`config.mk`:
```
export PLATFORM = sky130hd
export DESIGN_NAME = gcid_isqrt
export DESIGN_NICKNAME = d
export VERILOG_FILES = /design/src/rtl/core/gcid_pkg.sv /design/src/rtl/core/gcid_isqrt.sv
export SDC_FILE = /design/constraint.sdc
export NUM_CORES = 2
export LEC_CHECK = 0
export ABC_AREA = 1
export BUFFER_PORTS_ARGS = -buffer_cell sky130_fd_sc_hd__buf_2
export CAP_MARGIN = 15
export CORE_UTILIZATION = 58
export CTS_CLUSTER_SIZE = 24
export DETAILED_ROUTE_END_ITERATION = 8
export PLACE_DENSITY = 0.86
export SLEW_MARGIN = 40
export SYNTH_ARGS = -nofsm -noshare
export SYNTH_HDL_FRONTEND = slang
export SYNTH_SLANG_ARGS = --single-unit
```
`constraint.sdc`:
```
create_clock -name clk_i -period 5.7 [get_ports clk_i]
set_input_delay 1.14 -clock clk_i [delete_from_list [all_inputs] [get_ports clk_i]]
set_output_delay 1.14 -clock clk_i [all_outputs]
set_load 0.005 [all_outputs]
```
`src/rtl/core/gcid_pkg.sv`:
```
// Shared types, constants and register codes of the grid cell index block.
package gcid_pkg;

  // Field widths
  localparam int unsigned MAX_LEVELS = 8;
  localparam int unsigned LVL_W      = 4;
  localparam int unsigned INT_W      = 16;
  localparam int unsigned FRAC_W     = 8;
  localparam int unsigned PT_W       = INT_W + FRAC_W;
  localparam int unsigned CELL_W     = 16;
  localparam int unsigned DIST_W     = PT_W + 1;
  localparam int unsigned RAD_W      = 2 * DIST_W;
  localparam int unsigned QUO_W      = 8;
  localparam int unsigned REM_W      = PT_W + QUO_W;
  localparam int unsigned SQ_REM_W   = DIST_W + 2;
  localparam int unsigned SQ_STEPS   = 2;
  localparam int unsigned SQ_STAGES  = (DIST_W + SQ_STEPS - 1) / SQ_STEPS;
  localparam int unsigned CFG_IDX_W  = 2;
  localparam int unsigned CFG_DATA_W = 16;

  // Register indexes of the configuration port
  typedef enum logic [CFG_IDX_W-1:0] {
    CFG_NUM_LEVELS  = 2'd0,
    CFG_AREA_WIDTH  = 2'd1,
    CFG_AREA_HEIGHT = 2'd2
  } gcid_cfg_e;

  typedef struct packed {
    logic [LVL_W-1:0]  num_levels;
    logic [INT_W-1:0]  area_width;
    logic [INT_W-1:0]  area_height;
  } gcid_cfg_t;

  typedef struct packed {
    logic [LVL_W-1:0]         level;
    logic signed [PT_W-1:0]   point_x;
    logic signed [PT_W-1:0]   point_y;
    logic [CELL_W-1:0]        cluster_id;
  } gcid_in_t;

  typedef struct packed {
    logic [CELL_W-1:0] point_cell;
    logic              cell_error;
    logic [INT_W-1:0]  centre_x;
    logic [INT_W-1:0]  centre_y;
    logic              centre_error;
    logic [DIST_W-1:0] distance;
    logic              distance_error;
  } gcid_out_t;

  // Answers that ride along with the square root pipeline
  typedef struct packed {
    logic [CELL_W-1:0] point_cell;
    logic              cell_error;
    logic [INT_W-1:0]  centre_x;
    logic [INT_W-1:0]  centre_y;
    logic              centre_error;
    logic              distance_error;
  } gcid_tag_t;

  typedef struct packed {
    logic [RAD_W-1:0] radicand;
    gcid_tag_t        tag;
  } gcid_mid_t;

endpackage

```
`src/rtl/core/gcid_isqrt.sv`:
```
// Pipelined digit-by-digit integer square root that carries the other answers along.
module gcid_isqrt (
  input  logic                        clk_i,
  input  logic                        rst_ni,
  input  logic                        en_i,
  input  logic                        in_valid_i,
  input  gcid_pkg::gcid_mid_t         in_mid_i,
  output logic                        out_valid_o,
  output logic [gcid_pkg::DIST_W-1:0] out_root_o,
  output gcid_pkg::gcid_tag_t         out_tag_o
);

  localparam int unsigned NS = gcid_pkg::SQ_STAGES;

  typedef struct packed {
    logic [gcid_pkg::RAD_W-1:0]    rad;
    logic [gcid_pkg::SQ_REM_W-1:0] rem;
    logic [gcid_pkg::DIST_W-1:0]   root;
    gcid_pkg::gcid_tag_t           tag;
  } sq_t;

  sq_t          sq_q [NS];
  sq_t          sq_in [NS];
  sq_t          sq_d [NS];
  logic [NS-1:0] vld_q;
  logic [NS-1:0] vld_in;

  for (genvar s = 0; s < NS; s++) begin : g_stage
    if (s == 0) begin : g_first
      assign sq_in[s].rad  = in_mid_i.radicand;
      assign sq_in[s].rem  = '0;
      assign sq_in[s].root = '0;
      assign sq_in[s].tag  = in_mid_i.tag;
      assign vld_in[s]     = in_valid_i;
    end else begin : g_next
      assign sq_in[s] = sq_q[s-1];
      assign vld_in[s] = vld_q[s-1];
    end

    // Take two root bits per stage, one in the last stage where the root width runs out
    always_comb begin
      logic [gcid_pkg::SQ_REM_W-1:0] r;
      logic [gcid_pkg::SQ_REM_W-1:0] t;
      sq_d[s] = sq_in[s];
      for (int k = 0; k < gcid_pkg::SQ_STEPS; k++) begin
        if (s * gcid_pkg::SQ_STEPS + k < gcid_pkg::DIST_W) begin
          r = {sq_d[s].rem[gcid_pkg::SQ_REM_W-3:0],
               sq_d[s].rad[gcid_pkg::RAD_W-1 -: 2]};
          t = {sq_d[s].root, 2'b01};
          sq_d[s].rad = sq_d[s].rad << 2;
          if (r >= t) begin
            sq_d[s].rem  = r - t;
            sq_d[s].root = {sq_d[s].root[gcid_pkg::DIST_W-2:0], 1'b1};
          end else begin
            sq_d[s].rem  = r;
            sq_d[s].root = {sq_d[s].root[gcid_pkg::DIST_W-2:0], 1'b0};
          end
        end
      end
    end
  end

  // Advance valid bits
  always_ff @(posedge clk_i or negedge rst_ni) begin
    if (!rst_ni) begin
      vld_q <= '0;
    end else if (en_i) begin
      vld_q <= vld_in;
    end
  end

  // Advance payload
  always_ff @(posedge clk_i) begin
    if (en_i) begin
      for (int s = 0; s < NS; s++) begin
        sq_q[s] <= sq_d[s];
      end
    end
  end

  assign out_valid_o = vld_q[NS-1];
  assign out_root_o  = sq_q[NS-1].root;
  assign out_tag_o   = sq_q[NS-1].tag;

endmodule

```
==> key figures <==
Outcome
  • Status: completed

Clocking
  • Worst-Skew Late Latency: 0.85 ns
  • Clock tree from TritonCTS: built
  • Max clock buf depth: 3
  • Number of hold buffers added after CTS: 0
  • Number of gates given a new drive strength after cts: 0
  • Clock slew at reported path FFs: 0.06 ns
  • Root Buffer Master: sky130_fd_sc_hd__clkbuf_16
  • Number of clock buffers inserted by TritonCTS: 145
  • Clock sinks: 1430
  • Number of buffers added for setup after CTS: 0
  • H-tree levels: 4

Min path
  • Type of the worst min-delay path: in2async

Global routing
  • Global route overflow: 0
  • First-pass GRT wire length: 286 mm
  • Initial antenna violation count: 3
  • Vias in the first global route: 52300
  • Total global routing track utilization: 28.3%
  • Maximum number of pins on one net before global-route repair: 157

Yosys
  • Number of distinct library cells after synthesis: 61
  • Count of yosys warnings during synthesis: 0
  • Count of flip-flops with a built-in enable after synthesis: 1417
  • Instance count of the mapped netlist: 7708
  • Sequential element share of the synthesized area: 57.4%
  • Async SR Flop Fraction: 0.909%
  • Main flop type after synthesis: sky130_fd_sc_hd__edfxtp_1
  • Area of the mapped netlist: 74600 sq um
  • Synthesized area per cell: 9.68 sq um
  • FF+latch count, synth: 1430

Setup path
  • Slowest cell on the critical path: sky130_fd_sc_hd__edfxtp_1
  • Crit-path most repeated cell: sky130_fd_sc_hd__nand2_1
  • Largest delay share family, worst path: simple AND/OR/NAND/NOR gates
  • Series of cell instances along the critical path: inv_1 > ha_1 > a21oi_1 > o21ai_0 > nand2_1 > nand3_2 > nand2_1 > nand2_4 > inv_1 > o21ai_0 > ha_1 > a21oi_1 > o21ai_0 > a21oi_1 > nand2_1 > nand3_1 > nand2_1 > nor2_1 > nand2_2 > buf_4 > nand2_1 > o21ai_0
  • Launching element type of the critical path: flop
  • Worst path buffer plus inverter count: 3
  • Largest stage delay, worst path: 0.50 ns
  • Arrival time of the worst setup path: 5.65 ns
  • Worst Path Max Fanout: 24
  • Setup slack on the worst flop-to-flop path: 0.56 ns
  • Timing startpoint of the critical path: sq_q[0][961]
  • Worst R2R Start: sq_q[0][961]
  • Element type at the critical path end: flop
  • Data required time of the critical path: 6.21 ns
  • Class of the most critical setup path: reg2reg

Drt
  • Routed via count divided by cell count: 5.59
  • Total number of vias: 54900
  • Wirelength per Cell: 19.0 um
  • Iteration count of the initial detailed-routing pass: 7
  • Iteration-0 DRC count of the detailed router: 4969
  • DRC violation count after routing: 0
  • Number of nets with antenna violations after detailed routing: 0
  • Aggregate routed wire length: 186 mm

Placement
  • Half-perimeter wire length after detailed placement: 140 mm
  • GPL Wtd Cong: 0.990
  • Setup WS pre-CTS: 0.705 ns
  • Port Buffer Count: 181

Power
  • P per Cell Area: 445 nW/um^2
  • Standby leakage power: 35.1 nW
  • Int Pwr: 23.1 mW
  • Relative contribution of sequential cells to total power: 38.1%
  • Tot Pwr: 36.9 mW
  • Combinational fraction of design power: 35.5%
  • Sw Pwr: 13.8 mW
  • Clock network fraction of design power: 26.5%
  • Net Sw Frac: 37.4%
  • Worst VDD drop: 0.000368 V

Finish
  • Fraction of final layout cells with drive strength greater than 1: 8.20%
  • Final standard cell utilization of the core: 64.9%
  • Number of nets in the layout: 8492
  • Number of fill cells in the layout: 10000
  • Highest-count cells in the layout ignoring fill and taps: 1980 x sky130_fd_sc_hd__nand2_1, 1417 x sky130_fd_sc_hd__edfxtp_1, 1003 x sky130_fd_sc_hd__inv_1, 671 x sky130_fd_sc_hd__nor2_1, 500 x sky130_fd_sc_hd__nand3_1
  • Commonest non-fill, non-tap cell in the layout: sky130_fd_sc_hd__nand2_1
  • Relative area change from synthesis to final layout: 11.0%

Die
  • DIE WIDTH: 361 um
  • Chip height: 361 um
  • Num rows: 131
  • Initial standard-cell utilization of the core: 58.5%
  • Area of the die: 130000 sq um
  • Count of pins on the block boundary: 182
  • Area inside the core boundary: 128000 sq um

Timing
  • Slew of the pin with the lowest slew margin: 0.818 ns
  • Total count of hold-check failures in the final report: 0
  • Worst hold slack: 0.192 ns
  • Setup_tns: 0 ns
  • Pins Over Slew Limit: 0
  • Fraction of the cycle the final worst path needs: 90.1%
  • Setup repair after global routing missed its margin: no
  • Number of failing setup endpoints in the final timing report: 0
  • Highest clock frequency the design can meet: 0.195 GHz
  • Final Worst Setup Slack: 0.563 ns
  • Slew Limit Headroom: 45.5%
  • Layout Skew: 0.0736 ns
  • Time the final worst path needs with I/O delays and setup: 5.14 ns

Run
  • Max_cap viols: 0
==> cell type report <==
class	instances	area, sq um	share of cell area [%]
timing repair buffer	261	1690	2.04
clock buffer	171	3730	4.50
multi-input combinational	5163	27400	33.0
antenna	1	2.50	0.00302
tap	1662	2080	2.51
sequential	1430	42900	51.8
inverter	1038	3900	4.71
clock inverter	94	1210	1.46
==> per-layer routing <==
layer	share of wire, %	vias up	GRT usage [%]
li1	-	26700	-
met1	41	25800	36.0
met2	49	1960	48.9
met3	5.9	393	4.14
met4	3.4	2	10.4
met5	0.0038	-	0
==> synthesized netlist by cell type (all sizes together) (13+ instances only) <==
| cell | n | area, sq um |
|---|---|---|
| nand2 | 2022 | 7720 |
| edfxtp | 1417 | 42600 |
| inv | 1036 | 3890 |
| nor2 | 711 | 2850 |
| nand3 | 521 | 2750 |
| o21ai | 427 | 2160 |
| a21oi | 417 | 2180 |
| ha | 348 | 4350 |
| xor2 | 153 | 1340 |
| nand4 | 128 | 807 |
| xnor2 | 118 | 1030 |
| nor3 | 91 | 487 |
| buf | 54 | 420 |
| nand3b | 37 | 278 |
| a31oi | 36 | 246 |
| o21bai | 26 | 195 |
| clkbuf | 25 | 93.8 |
| o21a | 25 | 188 |
| a21o | 18 | 135 |
| or2 | 16 | 100 |
| dfrtp | 13 | 325 |
==> through the flow <==
step	instance area (sq um)	std cells
final	82800	9820
after global routing	82800	9819
after CTS	82800	9819
after detailed placement	77900	9554
after global placement	77900	9553
after floorplan	74600	7710
==> power groups by stage <==
stage	combinational (mW)	clock, mW	sequential, mW
after floorplan	9.28	0	13.9
after global placement	12.7	0	14.2
after detailed placement	12.8	0	14.2
after CTS	12.9	9.97	14.0
after global routing	14.6	10.3	14.2
final	13.1	9.76	14.1
==> logic make-up after synthesis <==
family | Yosys count | synth area share (%)
buf+inv | 1117 | 5.92
other cells | 1 | 0.00502
compound gates | 990 | 7.29
mux | 3 | 0.0453
simple gates | 3548 | 20.3
xor+xnor | 271 | 3.18
fa+ha+maj | 348 | 5.83
flops | 1430 | 57.4
==> sequential cells by signal, summed over array words and instances, names as in the netlist <==
| signal | cells |
|---|---|
| vld_q | 13 |
| sq_q | 1417 |
==> final timing paths <==
| check | to | cells after the start |
|---|---|---|
| worst max-delay path | sq_q[0][1135] | 22 |
| worst min-delay path | vld_q[11] | 1 |
| worst max register to register | sq_q[0][1135] | 22 |
| worst min register to register | sq_q[0][585] | 0 |
| max in group asynchronous | vld_q[1] | 1 |
| min in group clk_i | sq_q[0][585] | 0 |
(Power assumes the default switching activity.)
